--- src/sv/eehp_pkg.sv ---
// shared types and constants of the headset packet parser
// no dependencies; used by eehp_out_if and every module
`default_nettype none

package eehp_pkg;

  localparam int unsigned BAND_COUNT_DEF = 8;
  localparam int unsigned BAND_IDX_W     = 3;
  localparam int unsigned BAND_PWR_W     = 24;
  localparam int unsigned RAW_W          = 16;
  localparam int unsigned MASK_W         = 5;

  localparam logic [7:0] SYNC_BYTE   = 8'hAA;
  localparam logic [7:0] MAX_LEN     = 8'hAA;
  localparam logic [7:0] ROW_QUALITY = 8'h02;
  localparam logic [7:0] ROW_ATTN    = 8'h04;
  localparam logic [7:0] ROW_MEDIT   = 8'h05;
  localparam logic [7:0] ROW_RAW     = 8'h80;
  localparam logic [7:0] ROW_POWER   = 8'h83;
  localparam logic [7:0] QUALITY_RST = 8'd200;

  localparam int unsigned SEEN_QUALITY = 0;
  localparam int unsigned SEEN_ATTN    = 1;
  localparam int unsigned SEEN_MEDIT   = 2;
  localparam int unsigned SEEN_POWER   = 3;
  localparam int unsigned SEEN_RAW     = 4;

  typedef enum logic [1:0] {
    ST_OK    = 2'd0,
    ST_LONG  = 2'd1,
    ST_CKSUM = 2'd2,
    ST_PARSE = 2'd3
  } status_t;

  typedef struct packed {
    logic              valid;
    status_t           status;
    logic              has_power;
    logic [RAW_W-1:0]  raw;
    logic [MASK_W-1:0] mask;
    logic [7:0]        quality;
    logic [7:0]        attention;
    logic [7:0]        meditation;
  } report_t;

endpackage

`default_nettype wire

--- src/sv/eehp_if.sv ---
// valid/ready channel interfaces for serial bytes in and report results out
// depends on eehp_pkg for field widths
`default_nettype none

interface eehp_in_if;
  logic       valid;
  logic       ready;
  logic [7:0] rx_byte;
  modport source (output valid, output rx_byte, input ready);
  modport sink (input valid, input rx_byte, output ready);
endinterface

interface eehp_out_if;
  logic                               valid;
  logic                               ready;
  logic [1:0]                         status;
  logic [eehp_pkg::BAND_IDX_W-1:0]    band_index;
  logic [eehp_pkg::BAND_PWR_W-1:0]    band_power;
  logic                               has_power;
  logic [7:0]                         signal_quality;
  logic [7:0]                         attention;
  logic [7:0]                         meditation;
  logic [eehp_pkg::RAW_W-1:0]         raw_value;
  logic [eehp_pkg::MASK_W-1:0]        seen_mask;
  logic                               last;
  modport source (output valid, output status, output band_index, output band_power,
                  output has_power, output signal_quality, output attention,
                  output meditation, output raw_value, output seen_mask, output last,
                  input ready);
  modport sink (input valid, input status, input band_index, input band_power,
                input has_power, input signal_quality, input attention,
                input meditation, input raw_value, input seen_mask, input last,
                output ready);
endinterface

`default_nettype wire

--- src/sv/eehp_parser.sv ---
// byte-wise packet framing, checksum and row decode with shadow and held values
// depends on eehp_pkg; feeds eehp_burst with one report per finished packet
`default_nettype none

module eehp_parser #(
  parameter int unsigned BAND_COUNT = eehp_pkg::BAND_COUNT_DEF
) (
  input  wire logic                            clk,
  input  wire logic                            rst_n,
  input  wire logic                            acc,
  input  wire logic [7:0]                      rx_byte,
  output eehp_pkg::report_t                    rpt,
  output logic [eehp_pkg::BAND_PWR_W-1:0]      bands [BAND_COUNT],
  output logic                                 end_phase
);

  typedef enum logic [2:0] {
    PH_SYNC1, PH_SYNC2, PH_LEN, PH_DATA, PH_CHK
  } phase_t;

  typedef enum logic [1:0] {
    RP_CODE, RP_VAL, RP_LEN, RP_BODY
  } row_t;

  phase_t                           phase_r, phase_nxt;
  row_t                             row_r, row_nxt;
  logic [7:0]                       left_r, left_nxt;
  logic [7:0]                       sum_r, sum_nxt;
  logic [7:0]                       code_r, code_nxt;
  logic [1:0]                       tri_r, tri_nxt;
  logic [eehp_pkg::BAND_IDX_W-1:0]  band_k_r, band_k_nxt;
  logic                             good_r, good_nxt;
  logic [eehp_pkg::MASK_W-1:0]      seen_r, seen_nxt;
  logic [7:0]                       sh_qual_r, sh_qual_nxt;
  logic [7:0]                       sh_attn_r, sh_attn_nxt;
  logic [7:0]                       sh_med_r, sh_med_nxt;
  logic [eehp_pkg::RAW_W-1:0]       sh_raw_r, sh_raw_nxt;
  logic [eehp_pkg::BAND_PWR_W-1:0]  sh_band_r [BAND_COUNT];
  logic [eehp_pkg::BAND_PWR_W-1:0]  sh_band_nxt [BAND_COUNT];
  logic [7:0]                       hq_r, hq_nxt;
  logic [7:0]                       ha_r, ha_nxt;
  logic [7:0]                       hm_r, hm_nxt;
  logic                             pkt_good;

  assign end_phase = (phase_r == PH_LEN) || (phase_r == PH_CHK);
  assign bands     = sh_band_r;

  always_comb begin
    phase_nxt   = phase_r;
    row_nxt     = row_r;
    left_nxt    = left_r;
    sum_nxt     = sum_r;
    code_nxt    = code_r;
    tri_nxt     = tri_r;
    band_k_nxt  = band_k_r;
    good_nxt    = good_r;
    seen_nxt    = seen_r;
    sh_qual_nxt = sh_qual_r;
    sh_attn_nxt = sh_attn_r;
    sh_med_nxt  = sh_med_r;
    sh_raw_nxt  = sh_raw_r;
    sh_band_nxt = sh_band_r;
    hq_nxt      = hq_r;
    ha_nxt      = ha_r;
    hm_nxt      = hm_r;
    pkt_good    = good_r && (row_r == RP_CODE);
    rpt         = '0;
    if (acc) begin
      unique case (phase_r)
        PH_SYNC1: begin
          if (rx_byte == eehp_pkg::SYNC_BYTE) phase_nxt = PH_SYNC2;
        end
        PH_SYNC2: begin
          phase_nxt = (rx_byte == eehp_pkg::SYNC_BYTE) ? PH_LEN : PH_SYNC1;
        end
        PH_LEN: begin
          if (rx_byte == eehp_pkg::SYNC_BYTE) begin
            phase_nxt = PH_LEN;
          end else if (rx_byte > eehp_pkg::MAX_LEN) begin
            phase_nxt  = PH_SYNC1;
            rpt.valid  = 1'b1;
            rpt.status = eehp_pkg::ST_LONG;
          end else begin
            left_nxt   = rx_byte;
            sum_nxt    = '0;
            row_nxt    = RP_CODE;
            code_nxt   = '0;
            tri_nxt    = '0;
            band_k_nxt = '0;
            good_nxt   = 1'b1;
            seen_nxt   = '0;
            sh_raw_nxt = '0;
            phase_nxt  = (rx_byte == 8'd0) ? PH_CHK : PH_DATA;
          end
        end
        PH_DATA: begin
          sum_nxt  = sum_r + rx_byte;
          left_nxt = left_r - 8'd1;
          if (left_r == 8'd1) phase_nxt = PH_CHK;
          unique case (row_r)
            RP_CODE: begin
              code_nxt   = rx_byte;
              tri_nxt    = '0;
              band_k_nxt = '0;
              if (rx_byte == eehp_pkg::ROW_QUALITY || rx_byte == eehp_pkg::ROW_ATTN ||
                  rx_byte == eehp_pkg::ROW_MEDIT) begin
                row_nxt = RP_VAL;
              end else if (rx_byte == eehp_pkg::ROW_RAW || rx_byte == eehp_pkg::ROW_POWER) begin
                row_nxt = RP_LEN;
              end else begin
                good_nxt = 1'b0;
              end
            end
            RP_VAL: begin
              priority if (code_r == eehp_pkg::ROW_QUALITY) begin
                sh_qual_nxt = rx_byte;
                seen_nxt[eehp_pkg::SEEN_QUALITY] = 1'b1;
              end else if (code_r == eehp_pkg::ROW_ATTN) begin
                sh_attn_nxt = rx_byte;
                seen_nxt[eehp_pkg::SEEN_ATTN] = 1'b1;
              end else begin
                sh_med_nxt = rx_byte;
                seen_nxt[eehp_pkg::SEEN_MEDIT] = 1'b1;
              end
              row_nxt = RP_CODE;
            end
            RP_LEN: begin
              row_nxt = RP_BODY;
            end
            RP_BODY: begin
              if (code_r == eehp_pkg::ROW_RAW) begin
                sh_raw_nxt = {sh_raw_r[7:0], rx_byte};
                tri_nxt    = tri_r + 2'd1;
                if (tri_r == 2'd1) begin
                  seen_nxt[eehp_pkg::SEEN_RAW] = 1'b1;
                  row_nxt = RP_CODE;
                end
              end else begin
                for (int i = 0; i < BAND_COUNT; i++) begin
                  if (band_k_r == eehp_pkg::BAND_IDX_W'(i))
                    sh_band_nxt[i] = {sh_band_r[i][15:0], rx_byte};
                end
                if (tri_r == 2'd2) begin
                  tri_nxt = '0;
                  if (band_k_r == eehp_pkg::BAND_IDX_W'(BAND_COUNT - 1)) begin
                    seen_nxt[eehp_pkg::SEEN_POWER] = 1'b1;
                    row_nxt = RP_CODE;
                  end else begin
                    band_k_nxt = band_k_r + 1'b1;
                  end
                end else begin
                  tri_nxt = tri_r + 2'd1;
                end
              end
            end
            default: row_nxt = RP_CODE;
          endcase
        end
        PH_CHK: begin
          phase_nxt = PH_SYNC1;
          rpt.valid = 1'b1;
          if (rx_byte != ~sum_r) begin
            rpt.status = eehp_pkg::ST_CKSUM;
          end else begin
            if (seen_r[eehp_pkg::SEEN_QUALITY]) hq_nxt = sh_qual_r;
            if (seen_r[eehp_pkg::SEEN_ATTN])    ha_nxt = sh_attn_r;
            if (seen_r[eehp_pkg::SEEN_MEDIT])   hm_nxt = sh_med_r;
            rpt.status    = pkt_good ? eehp_pkg::ST_OK : eehp_pkg::ST_PARSE;
            rpt.has_power = pkt_good && seen_r[eehp_pkg::SEEN_POWER];
            rpt.raw       = seen_r[eehp_pkg::SEEN_RAW] ? sh_raw_r : '0;
            rpt.mask      = seen_r;
          end
        end
        default: phase_nxt = PH_SYNC1;
      endcase
    end
    rpt.quality    = hq_nxt;
    rpt.attention  = ha_nxt;
    rpt.meditation = hm_nxt;
  end

  always_ff @(posedge clk) begin
    if (!rst_n) begin
      phase_r  <= PH_SYNC1;
      row_r    <= RP_CODE;
      left_r   <= '0;
      sum_r    <= '0;
      code_r   <= '0;
      tri_r    <= '0;
      band_k_r <= '0;
      good_r   <= 1'b1;
      seen_r   <= '0;
      sh_raw_r <= '0;
      hq_r     <= eehp_pkg::QUALITY_RST;
      ha_r     <= '0;
      hm_r     <= '0;
    end else begin
      phase_r  <= phase_nxt;
      row_r    <= row_nxt;
      left_r   <= left_nxt;
      sum_r    <= sum_nxt;
      code_r   <= code_nxt;
      tri_r    <= tri_nxt;
      band_k_r <= band_k_nxt;
      good_r   <= good_nxt;
      seen_r   <= seen_nxt;
      sh_raw_r <= sh_raw_nxt;
      hq_r     <= hq_nxt;
      ha_r     <= ha_nxt;
      hm_r     <= hm_nxt;
    end
  end

  always_ff @(posedge clk) begin
    sh_qual_r <= sh_qual_nxt;
    sh_attn_r <= sh_attn_nxt;
    sh_med_r  <= sh_med_nxt;
    sh_band_r <= sh_band_nxt;
  end

endmodule

`default_nettype wire

--- src/sv/eehp_burst.sv ---
// result register that holds one packet report and plays it out band by band
// depends on eehp_pkg and eehp_out_if; loaded from eehp_parser
`default_nettype none

module eehp_burst #(
  parameter int unsigned BAND_COUNT = eehp_pkg::BAND_COUNT_DEF
) (
  input  wire logic                            clk,
  input  wire logic                            rst_n,
  input  wire eehp_pkg::report_t               rpt,
  input  wire logic [eehp_pkg::BAND_PWR_W-1:0] bands [BAND_COUNT],
  output logic                                 busy,
  eehp_out_if.source                           out_ch
);

  logic                             busy_r;
  eehp_pkg::report_t                rpt_r;
  logic [eehp_pkg::BAND_PWR_W-1:0]  band_r [BAND_COUNT];
  logic [eehp_pkg::BAND_IDX_W-1:0]  idx_r;
  logic                             last;
  logic                             take;

  assign last = !rpt_r.has_power || (idx_r == eehp_pkg::BAND_IDX_W'(BAND_COUNT - 1));
  assign take = busy_r && out_ch.ready;
  assign busy = busy_r;

  assign out_ch.valid          = busy_r;
  assign out_ch.status         = rpt_r.status;
  assign out_ch.band_index     = idx_r;
  assign out_ch.band_power     = rpt_r.has_power ? band_r[0] : '0;
  assign out_ch.has_power      = rpt_r.has_power;
  assign out_ch.signal_quality = rpt_r.quality;
  assign out_ch.attention      = rpt_r.attention;
  assign out_ch.meditation     = rpt_r.meditation;
  assign out_ch.raw_value      = rpt_r.raw;
  assign out_ch.seen_mask      = rpt_r.mask;
  assign out_ch.last           = last;

  always_ff @(posedge clk) begin
    if (!rst_n) begin
      busy_r <= 1'b0;
      idx_r  <= '0;
    end else if (rpt.valid) begin
      busy_r <= 1'b1;
      idx_r  <= '0;
    end else if (take) begin
      busy_r <= !last;
      idx_r  <= last ? '0 : idx_r + 1'b1;
    end
  end

  always_ff @(posedge clk) begin
    if (rpt.valid) begin
      rpt_r  <= rpt;
      band_r <= bands;
    end else if (take) begin
      for (int i = 0; i + 1 < BAND_COUNT; i++) band_r[i] <= band_r[i + 1];
    end
  end

endmodule

`default_nettype wire

--- src/sv/eeg_headset_packet_parser.sv ---
// top level of the headset serial packet parser
// depends on eehp_pkg, eehp_if, eehp_parser and eehp_burst
`default_nettype none

// One received byte is taken per clock. A byte that ends a packet (a length
// byte above 0xAA, or the checksum byte) loads a report register; a good packet
// with a band power row then gives BAND_COUNT results at one per cycle unless
// stalled, any other finished packet gives one result. The report register is
// the only point of back pressure: while it still holds results, a byte in the
// length or checksum position waits, every other byte is taken at once.
module eeg_headset_packet_parser #(
  parameter int unsigned BAND_COUNT = eehp_pkg::BAND_COUNT_DEF
) (
  input  wire logic  clk,
  input  wire logic  rst_n,
  eehp_in_if.sink    in_ch,
  eehp_out_if.source out_ch
);

  eehp_pkg::report_t               rpt;
  logic [eehp_pkg::BAND_PWR_W-1:0] bands [BAND_COUNT];
  logic                            end_phase;
  logic                            busy;
  logic                            acc;

  assign in_ch.ready = !(busy && end_phase);
  assign acc         = in_ch.valid && in_ch.ready;

  eehp_parser #(.BAND_COUNT(BAND_COUNT)) u_parser (
    .clk       (clk),
    .rst_n     (rst_n),
    .acc       (acc),
    .rx_byte   (in_ch.rx_byte),
    .rpt       (rpt),
    .bands     (bands),
    .end_phase (end_phase)
  );

  eehp_burst #(.BAND_COUNT(BAND_COUNT)) u_burst (
    .clk    (clk),
    .rst_n  (rst_n),
    .rpt    (rpt),
    .bands  (bands),
    .busy   (busy),
    .out_ch (out_ch)
  );

`ifndef NO_ASSERTIONS
  a_no_overrun: assert property (@(posedge clk) disable iff (!rst_n)
    rpt.valid |-> !busy) else $error("report while results pending");
  a_drain_ends: assert property (@(posedge clk) disable iff (!rst_n)
    out_ch.valid && out_ch.ready && out_ch.last |=> !out_ch.valid)
    else $error("result after final one");
  a_error_single: assert property (@(posedge clk) disable iff (!rst_n)
    out_ch.valid && (out_ch.status != eehp_pkg::ST_OK) |-> out_ch.last && !out_ch.has_power)
    else $error("error report not single");
  a_no_band: assert property (@(posedge clk) disable iff (!rst_n)
    out_ch.valid && !out_ch.has_power |-> out_ch.band_index == '0 && out_ch.band_power == '0)
    else $error("band data without power row");
`endif

endmodule

`default_nettype wire
--- src/flat_wrapper.sv ---
// flat-port wrapper written by rule: the top's interface ports become plain ports
module eeg_headset_packet_parser_flat 
#(
  parameter int unsigned BAND_COUNT = eehp_pkg::BAND_COUNT_DEF
)
  (clk, rst_n, in_ch_valid, in_ch_rx_byte, in_ch_ready, out_ch_valid, out_ch_status, out_ch_band_index, out_ch_band_power, out_ch_has_power, out_ch_signal_quality, out_ch_attention, out_ch_meditation, out_ch_raw_value, out_ch_seen_mask, out_ch_last, out_ch_ready);
  eehp_in_if in_ch_i ();
  eehp_out_if out_ch_i ();
  input  wire logic clk;
  input  wire logic rst_n;
  input wire logic [$bits(in_ch_i.valid)-1:0] in_ch_valid;
  input wire logic [$bits(in_ch_i.rx_byte)-1:0] in_ch_rx_byte;
  output wire logic [$bits(in_ch_i.ready)-1:0] in_ch_ready;
  output wire logic [$bits(out_ch_i.valid)-1:0] out_ch_valid;
  output wire logic [$bits(out_ch_i.status)-1:0] out_ch_status;
  output wire logic [$bits(out_ch_i.band_index)-1:0] out_ch_band_index;
  output wire logic [$bits(out_ch_i.band_power)-1:0] out_ch_band_power;
  output wire logic [$bits(out_ch_i.has_power)-1:0] out_ch_has_power;
  output wire logic [$bits(out_ch_i.signal_quality)-1:0] out_ch_signal_quality;
  output wire logic [$bits(out_ch_i.attention)-1:0] out_ch_attention;
  output wire logic [$bits(out_ch_i.meditation)-1:0] out_ch_meditation;
  output wire logic [$bits(out_ch_i.raw_value)-1:0] out_ch_raw_value;
  output wire logic [$bits(out_ch_i.seen_mask)-1:0] out_ch_seen_mask;
  output wire logic [$bits(out_ch_i.last)-1:0] out_ch_last;
  input wire logic [$bits(out_ch_i.ready)-1:0] out_ch_ready;
  assign in_ch_i.valid = in_ch_valid;
  assign in_ch_i.rx_byte = in_ch_rx_byte;
  assign in_ch_ready = in_ch_i.ready;
  assign out_ch_valid = out_ch_i.valid;
  assign out_ch_status = out_ch_i.status;
  assign out_ch_band_index = out_ch_i.band_index;
  assign out_ch_band_power = out_ch_i.band_power;
  assign out_ch_has_power = out_ch_i.has_power;
  assign out_ch_signal_quality = out_ch_i.signal_quality;
  assign out_ch_attention = out_ch_i.attention;
  assign out_ch_meditation = out_ch_i.meditation;
  assign out_ch_raw_value = out_ch_i.raw_value;
  assign out_ch_seen_mask = out_ch_i.seen_mask;
  assign out_ch_last = out_ch_i.last;
  assign out_ch_i.ready = out_ch_ready;
  eeg_headset_packet_parser #(.BAND_COUNT(BAND_COUNT)) u_core (.clk(clk), .rst_n(rst_n), .in_ch(in_ch_i), .out_ch(out_ch_i));
endmodule
--- config.mk ---
export PLATFORM = sky130hd
export DESIGN_NAME = eeg_headset_packet_parser_flat
export DESIGN_NICKNAME = d
export VERILOG_FILES = /design/src/sv/eehp_pkg.sv /design/src/sv/eehp_if.sv /design/src/sv/eehp_parser.sv /design/src/sv/eehp_burst.sv /design/src/sv/eeg_headset_packet_parser.sv /design/src/flat_wrapper.sv
export SDC_FILE = /design/constraint.sdc
export NUM_CORES = 1
export LEC_CHECK = 0
export BUFFER_PORTS_ARGS = -buffer_cell sky130_fd_sc_hd__buf_2
export CAP_MARGIN = 0
export CORE_MARGIN = 4
export CORE_UTILIZATION = 40
export CTS_CLUSTER_DIAMETER = 60
export DETAILED_ROUTE_END_ITERATION = 8
export PLACE_DENSITY_LB_ADDON = 0.3
export SETUP_SLACK_MARGIN = 0.4
export SLEW_MARGIN = 5
export SYNTH_ARGS = -nofsm -noshare
export SYNTH_HDL_FRONTEND = slang
export SYNTH_HIERARCHICAL = 1
export SYNTH_SLANG_ARGS = --single-unit
export TNS_END_PERCENT = 1
--- constraint.sdc ---
create_clock -name clk -period 14.9 [get_ports clk]
set_input_delay 2.235 -clock clk [delete_from_list [all_inputs] [get_ports clk]]
set_output_delay 2.235 -clock clk [all_outputs]
set_load 0.02 [all_outputs]
Yosys cells after proc, flatten, opt, wreduce, memory -nomap -nowiden

Cells that the tools add are included.

Output and inout port bits: 78
Word-level logic and storage cells: 247
Bits of input ports: 12
Register bits after elaboration: 540

Reduce and logical (&&, ||, !) cells: 46
Eq/ne operators: 54
Bitwise logic cells: 8
Add/sub/neg operators: 5
Multiplexer cells: 88
$lt $le $gt $ge: 1

Operator list:

| cell                                                 | number |
|---|---|
| two-way mux 168 bit                                  | 2 |
| two-way mux 8 bit                                    | 17 |
| two-way mux 16 bit                                   | 5 |
| AND reduction 5 bit                                  | 12 |
| one-hot mux 8 bit (2 select lines)                   | 3 |
| two-way mux 22 bit                                   | 2 |
| two-way mux 3 bit                                    | 14 |
| != test 2 bit (second input constant)                | 17 |
| equality test 8 bit (second input constant)          | 4 |
| one-hot mux 16 bit (2 select lines)                  | 1 |
| two-way mux 2 bit                                    | 15 |
| AND reduction 7 bit                                  | 4 |
| two-way mux 25 bit                                   | 1 |
| equality test 8 x 3 -> 1 bit (second input constant) | 3 |
| two-way mux 24 bit                                   | 1 |
| AND reduction 8 bit                                  | 3 |
| equality test 3 bit (second input constant)          | 6 |
| one-hot mux 3 bit (2 select lines)                   | 3 |
| equality test 8 x 2 -> 1 bit (second input constant) | 2 |
| != test 4 bit (second input constant)                | 4 |
| two-way mux 1 bit                                    | 15 |
| equality test 3 x 2 -> 1 bit (second input constant) | 4 |
| != test 3 bit (second input constant)                | 4 |
| one-hot mux 2 bit (2 select lines)                   | 3 |
| 31 further kinds                                     | 57 |

Longest topological paths before layout

Gate-level depths: netlist (run 1).

Word-level depth: 7
Depth in mapped cells: 12
Depth with buffers taken out: 9

By module

The synthesis (run 1) kept the hierarchy.

Modules (own cells, without submodules):

| module                    | instances | area each (um^2) | cells an instance | seq. area each (um^2) |
|---|---|---|---|---|
| eehp_parser               | 1         | 10754.1          | 679               | 8087.8 |
| eehp_burst                | 1         | 9668.0           | 472               | 7287.0 |
| eeg_headset_packet_parser | 1         | 11.3             | 2                 | 0.0 |

Least setup slack after synthesis (run 1)

Ideal clock, no wire load.

Kind: input port to flip-flop
Start point: in in_ch_rx_byte[5]
End point: reg u_core/u_burst/band_r[100] in the netlist's numbering, enable pin
Arrival: 7785 ps
Path slack: 5726 ps
Path buffers: 2
Setup time: 1389 ps
Stages on the path: 8
Cells stage by stage: clkbuf_1 > nand3_1 > or4_4 > nand3_1 > nand2_1 > buf_6 > inv_1 > nand2_1

RTL lines:

| what                 | RTL line           | RTL |
|---|---|---|
| from (decl)          | flat_wrapper.sv:12 | `input wire logic [$bits(in_ch_i.rx_byte)-1:0] in_ch_rx_byte;` |
| to (signal assigned) | eehp_burst.sv:55   | `band_r <= bands;` |
| to (decl)            | eehp_burst.sv:18   | `logic [eehp_pkg::BAND_PWR_W-1:0] band_r [BAND_COUNT];` |

==> summary.txt, run 1 <==
core area = 0.05038 mm²
CTS Buf Count = 54
Seq/Total Area, Yosys = 75.24%
CTS Buffer Depth = 3
Setup WS post-layout = 9.286 ns
Die W = 234.0 µm
CP max-delay cell = buf_4
row count = 82
Iter 0 DRT Violations = 854
gr usage total = 13.14%
Syn. warnings = 6
Synth Cell Area = 0.02043 mm²
clk sinks = 540
cells after synthesis = 1,153
Worst Path Arrival = 5.82 ns
first-pass GRT wire length = 57.05 mm
die height = 234.0 µm
setup TNS = 0 ns
sequential power share = 53.7%
slew margin rel. = 25.05%
htree depth = 2
Logic pwr share = 0.8%
largest net degree at the start of global routing = 174
fillers = 4,277
vias in the first global route = 10,170
Layout Nets = 1,299
status = finished clean
CP Launch Type = input port
CTS Hold Buffers Added = 0
CP endpoint kind = register
clk_lat worst skew = 0.59 ns
peak supply drop = 0.00007747 V
area grow syn2layout = 14.30%
Worst-path clk slew = 0.06 ns
final worst path period share = 37.68%
Internal = 2.442 mW
largest stage delay on the critical path = 0.84 ns
Post-synth EDFFs = 456
# DRC = 0
routed wire length = 35.28 mm
Yosys reg bits = 540
number of port buffers = 89
Sw Share = 18.90%
Mapped Avg Cell Area = 17.72 µm²
Max Cap Viol = 0
Worst-Margin Slew = 1.120 ns
f_max = 178.1 MHz
placed insts = 1,880
GP Congestion = 0.7677
initial cell density of the core = 40.56%
number of antenna violations at the first check in global routing = 0
CTS tree = built
total gr overflow = 0
drt wl/cell = 17.80 µm
total power = 3.011 mW
ANT nets after route = 0
Pre-antenna DRT Iters = 4
Worst Path Required = 15.11 ns
fraction of registers with async set or reset after synthesis = 0%
final setup vio count = 0
Hold Crit Class = register to register
minimum clock period = 5.614 ns
RSZ-0062 raised after global routing = false
total number of vias = 9,799
worst slack, placed = 8.597 ns
hpwl dp = 20.00 mm
die area = 0.05476 mm²
Slew Limit Fails = 0
Synth Flop Type = edfxtp_1
Max FO, Critical Path = 71
worst-path cell chain = buf_2 > o211a_1 > o2111a_1 > nand3_1 > nand2_4 > inv_1 > nand2_4 > buf_4 > buf_4
Final Hold Vio Count = 0
Final Non-Filler Cells = 1,982
clock root buffer = clkbuf_16
post-cts sizing count = 0
# IOs = 90
Lkg Pwr = 8.146 nW
share of cells above drive strength 1 = 30.79%
Crit Path Class = input port to register
vias per std cell = 4.944
net switching power = 569.1 µW
Post-CTS Setup Bufs = 0
Final Util = 46.36%
clock share of power = 45.5%
final setup skew = 0.01351 ns
Mapped Nets = 1,188
PD cells = 128.9 mW/mm²
synth unique cells = 76
path summary, 6_finish.rpt:
| check | from | end | slack, ns | cells after the start |
|---|---|---|---|---|
| worst min-delay path | u_core/u_parser/bands[20] | u_core/u_burst/band_r[20] | 0.42 | 0 |
| worst max-delay path | in_ch_rx_byte[3] | u_core/u_burst/band_r[109] | 9.29 | 9 |
| worst max register to register | u_core/u_parser/phase_r[1] | u_core/u_burst/band_r[109] | 10.48 | 10 |
| worst min register to register | u_core/u_parser/bands[20] | u_core/u_burst/band_r[20] | 0.42 | 0 |
cells in the mapped netlist (9+ instances only):
library cell / number / area, µm²
buf_2: 12 / 60.06
nor2_1: 33 / 123.9
and2_1: 51 / 319.1
mux2_2: 185 / 2083
nand3_1: 11 / 55.05
o21ai_0: 10 / 50.05
nand2_1: 29 / 108.9
clkbuf_1: 17 / 63.81
buf_6: 17 / 191.4
and3_1: 26 / 162.7
edfxtp_1: 456 / 13690
a22o_1: 26 / 227.7
a21oi_1: 20 / 100.1
ha_1: 22 / 275.3
nor3_1: 10 / 50.05
dfxtp_1: 84 / 1682
mux2_4: 9 / 135.1
inv_1: 19 / 71.32
through the flow:
stage                     instance area (µm²)  hold slack (ns)
after global routing                    23350           0.4245
after global placement                  21520           0.4025
after floorplan                         20430           0.4003
after CTS                               23350           0.4188
after detailed placement                21520           0.4045
final                                   23360           0.4171
cell families (layout without fill, tap and decap cells):
family	count (synthesis)	count (layout)	share of synthesized area, %
buffers and inverters	67	223	1.947
DFF	540	540	75.24
other	0	1	0
adders and majority gates	23	23	1.445
AOI/OAI and AO/OA	110	110	4.096
and+or+nand+nor	207	207	5.854
muxes	199	199	11.11
xor gates and xnor gates	7	7	0.3000
per-layer routing:
metal,wire (µm),vias to the layer above,track usage (%)
met5,0,-,0
met4,732,0,3.955
met3,1402,57,2.527
met2,16030,173,20.39
met1,17120,4887,18.92
li1,-,4682,-
layout make-up:
cell class / instances / area (µm²) / share of cell area (%)
Multi-Input combinational cell: 546 / 4677 / 20.02
Timing Repair Buffer: 102 / 555.5 / 2.379
Sequential cell: 540 / 15370 / 65.83
Antenna cell: 1 / 2.502 / 0.01071
Inverter: 20 / 75.07 / 0.3214
Tap cell: 672 / 840.8 / 3.600
Clock buffer: 72 / 1511 / 6.471
Clock inverter: 29 / 319.1 / 1.366
power by group through the flow:
| stage | clock (mW) | combinational [mW] | sequential (mW) |
|---|---|---|---|
| finish | 1.37 | 0.0243 | 1.62 |
| global route | 1.48 | 0.0269 | 1.62 |
| CTS | 1.41 | 0.0250 | 1.62 |
| detailed placement | 0 | 0.0250 | 1.65 |
| global placement | 0 | 0.0244 | 1.65 |
| floorplan | 0 | 0.0112 | 1.65 |
layout by cell type (no fill, tap or decap), types with 10 or more instances in the layout:
master / n
nand3_1: 11
o21ai_0: 10
nand2_1: 27
clkbuf_16: 56
dfxtp_1: 84
nor3_1: 10
and3_1: 25
ha_1: 22
buf_4: 12
and2_1: 51
buf_2: 89
edfxtp_1: 456
mux2_2: 185
inv_1: 19
a21oi_1: 20
nor2_1: 33
clkbuf_1: 11
a22o_1: 26
critical path, delay by kind of cell:
kind / cells / cell delay [ns]
buffers and inverters: 4 / 2.20
AND/OR/NAND/NOR: 3 / 0.72
AO/OA/AOI/OAI: 2 / 0.52
flip-flops by register name, summed over array words and instances (netlist names), 16 cells and up:
register                         cells
u_core/u_burst/out_ch.raw_value     16
u_core/u_burst/band_r              192
u_core/u_parser/sh_raw_r            16
u_core/u_parser/bands              192
No activity file was read; power rests on OpenSTA's default activity.
==> run 2: changes to the inputs <==
Settings changed: ABC_AREA set to 1.
Clock period 14.9 ns to 4.6 ns, I/O delays scaled along.
==> summary.txt, run 2 <==
status = finished clean (unchanged)
Sw Share = 19.64% (was 18.90%)
Worst-Margin Slew = 1.097 ns (was 1.120 ns)
total number of vias = 12,430 (was 9,799)
final setup skew = 0.01546 ns (was 0.01351 ns)
ANT nets after route = 0 (unchanged)
hold depth = 4 (was 0)
Synth top area share = 65.94% (was 67.01%)
Iter 0 DRT Violations = 888 (was 854)
Post-synth EDFFs = 456 (unchanged)
net switching power = 1.865 mW (was 569.1 µW)
CP delay by family, top = buffers and inverters (unchanged)
Worst Path Arrival = 3.32 ns (was 5.82 ns)
CTS Buf Count = 55 (was 54)
share of cells above drive strength 1 = 11.72% (was 30.79%)
Reg-to-Reg Start = u_core/u_parser/phase_r[0] (was u_core/u_parser/phase_r[1])
area grow syn2layout = 14.13% (was 14.30%)
Logic pwr share = 0.9% (was 0.8%)
slew margin rel. = 26.57% (was 25.05%)
Hold Crit Class = input port to register (was register to register)
reg2reg setup slack = 1.54 ns (was 10.48 ns)
drt wl/cell = 15.11 µm (was 17.80 µm)
largest stage delay on the critical path = 0.46 ns (was 0.84 ns)
worst path bufs/invs = 4 (unchanged)
PD cells = 400.8 mW/mm² (was 128.9 mW/mm²)
post-cts sizing count = 0 (unchanged)
sequential power share = 55.2% (was 53.7%)
Lkg Pwr = 9.087 nW (was 8.146 nW)
area leader, netlist = edfxtp_1 (unchanged)
row count = 83 (was 82)
worst-path cell chain = nor2_2 > nand2_1 > o21ai_0 > a21oi_2 > inv_1 > nor2_1 > inv_2 > o21ai_4 > inv_4 > nand2_8 > buf_12 (was buf_2 > o211a_1 > o2111a_1 > nand3_1 > nand2_4 > inv_1 > nand2_4 > buf_4 > buf_4)
Critical R2R Capture = u_core/u_burst/band_r[168] (was u_core/u_burst/band_r[109])
synth unique cells = 40 (was 76)
Post-DP Area = 0.02200 mm² (was 0.02152 mm²)
Internal = 7.633 mW (was 2.442 mW)
total power = 9.498 mW (was 3.011 mW)
vias per std cell = 4.766 (was 4.944)
Syn. warnings = 6 (unchanged)
most frequent cells in the layout = 756 x nand2_1, 456 x edfxtp_1, 101 x inv_1 (was 456 x edfxtp_1, 185 x mux2_2, 89 x buf_2)
final worst path period share = 66.56%
Mapped Avg Cell Area = 11.69 µm² (was 17.72 µm²)
Crit path depth = 11 (was 9)
Final Cell Area = 0.02370 mm² (was 0.02336 mm²)
CTS Hold Buffers Added = 0 (unchanged)
most frequent cell after synthesis = nand2_1 (was edfxtp_1)
peak supply drop = 0.0002389 V (was 0.00007747 V)
setup TNS = 0 ns (unchanged)
minimum clock period = 3.062 ns
leading post-synthesis cells by instance count = 757 x nand2_1, 456 x edfxtp_1, 102 x inv_1 (was 456 x edfxtp_1, 185 x mux2_2, 84 x dfxtp_1)
placed insts = 2,507 (was 1,880)
Max FO, Critical Path = 60 (was 71)
Synth Cell Area = 0.02077 mm² (was 0.02043 mm²)
clk sinks = 540 (unchanged)
clock share of power = 43.9% (was 45.5%)
first-pass GRT wire length = 64.05 mm (was 57.05 mm)
hpwl dp = 23.21 mm (was 20.00 mm)
Slew Limit Fails = 0 (unchanged)
Final Hold Vio Count = 0 (unchanged)
Pre-antenna DRT Iters = 7 (was 4)
total gr overflow = 0 (unchanged)
CTS tree = built (unchanged)
GP Congestion = 0.8958 (was 0.7677)
dominant cells by area after synthesis = edfxtp_1 66%, nand2_1 14%, dfxtp_1 8.1% (was edfxtp_1 67%, mux2_2 10%, dfxtp_1 8.2%)
number of port buffers = 89 (unchanged)
htree depth = 2 (unchanged)
Crit Path Class = register to register (was input port to register)
clk_lat worst skew = 0.60 ns (was 0.59 ns)
CP max-delay cell = dfxtp_1 (was buf_4)
Setup crit end = u_core/u_burst/band_r[168] (was u_core/u_burst/band_r[109])
Crit. Startpoint = u_core/u_parser/phase_r[0] (was in_ch_rx_byte[3])
Max Cap Viol = 0 (unchanged)
CTS Buffer Depth = 3 (unchanged)
initial cell density of the core = 40.40% (was 40.56%)
largest net degree at the start of global routing = 171 (was 174)
cells after synthesis = 1,777 (was 1,153)
die area = 0.05563 mm² (was 0.05476 mm²)
die height = 235.9 µm (was 234.0 µm)
RSZ-0062 raised after global routing = false (unchanged)
vias in the first global route = 12,020 (was 10,170)
gr usage total = 13.95% (was 13.14%)
Mapped Nets = 1,812 (was 1,188)
number of antenna violations at the first check in global routing = 0 (unchanged)
final setup vio count = 0 (unchanged)
CP Launch Type = register (was input port)
fraction of registers with async set or reset after synthesis = 0% (unchanged)
Die W = 235.9 µm (was 234.0 µm)
clock root buffer = clkbuf_16 (unchanged)
core area = 0.05141 mm² (was 0.05038 mm²)
Layout Nets = 1,919 (was 1,299)
antenna diode count = 0 (was 1)
CP endpoint kind = register (unchanged)
Seq/Total Area, Yosys = 74.04% (was 75.24%)
Synth Flop Type = edfxtp_1 (unchanged)
most common cell after layout, fill and taps aside = nand2_1 (was edfxtp_1)
Worst Path Required = 4.86 ns (was 15.11 ns)
reg2reg path depth = 11 (was 10)
Yosys reg bits = 540 (unchanged)
f_max = 326.6 MHz
Post-CTS Setup Bufs = 0 (unchanged)
Final Non-Filler Cells = 2,609 (was 1,982)
routed wire length = 39.41 mm (was 35.28 mm)
Worst-path clk slew = 0.06 ns (about the same)
# DRC = 0 (unchanged)
# IOs = 90 (unchanged)
==> run 2: area by class of cell <==
cell class / instances / area, µm²
Clock buffer: 82 / 1570
Clock inverter: 20 / 133.9
Tap cell: 680 / 850.8
Multi-Input combinational cell: 1068 / 4702
Sequential cell: 540 / 15370
Timing Repair Buffer: 111 / 660.6
Fill cell: 4604 / 27710
Inverter: 108 / 407.9
==> run 2: worst reg2reg max path: stages, from the launching register on <==
cell     delay (ns)
dfxtp_1        0.46
nor2_2         0.09
nand2_1        0.11
o21ai_0        0.18
a21oi_2        0.34
inv_1          0.21
nor2_1         0.21
inv_2          0.15
o21ai_4        0.13
inv_4          0.09
nand2_8        0.33
buf_12         0.41
==> run 2: logic make-up (layout without fill, tap and decap cells) <==
kind of cell	Yosys count	count (layout)	share of synthesized area, %
simple gates	932	932	17.94
flops	540	540	74.04
buf+inv	169	321	3.669
compound gates	108	108	2.681
fa+ha+maj	23	23	1.422
xor+xnor	5	5	0.2471
==> run 2: worst min-delay path by stage <==
stage                           endpoint                      start
2_1_floorplan  u_core/u_burst/band_r[16]  u_core/u_parser/bands[16]
3_3_place_gp   u_core/u_burst/band_r[17]  u_core/u_parser/bands[17]
3_5_place_dp   u_core/u_burst/band_r[22]  u_core/u_parser/bands[22]
4_1_cts              u_core/u_burst/busy               out_ch_ready
5_1_grt              u_core/u_burst/busy               out_ch_ready
6_report             u_core/u_burst/busy               out_ch_ready
==> run 2: stage by stage <==
step	hold WS (ns)	util, %	worst slack [ns]
after floorplan	0.4003	-	0.4688
after CTS	0.3575	46.10	1.577
after global placement	0.4022	42.79	1.220
after global routing	0.3814	46.10	1.343
after detailed placement	0.4074	42.79	1.191
final	0.3959	46.10	1.538
==> run 2: power groups by stage <==
stage                     clock network, mW  registers [mW]  logic, mW
final                                  4.17            5.24     0.0879
after global routing                   4.52            5.24     0.0969
after CTS                              4.30            5.24     0.0885
after detailed placement                  0            5.34     0.0885
after global placement                    0            5.34     0.0873
after floorplan                           0            5.35     0.0346
==> run 2: metal layers <==
layer | track usage (%) | share of wire, %
met3 | 2.935 | 5.5
met4 | 4.040 | 2.6
met2 | 21.85 | 46
met5 | 0 | 0
met1 | 19.84 | 46
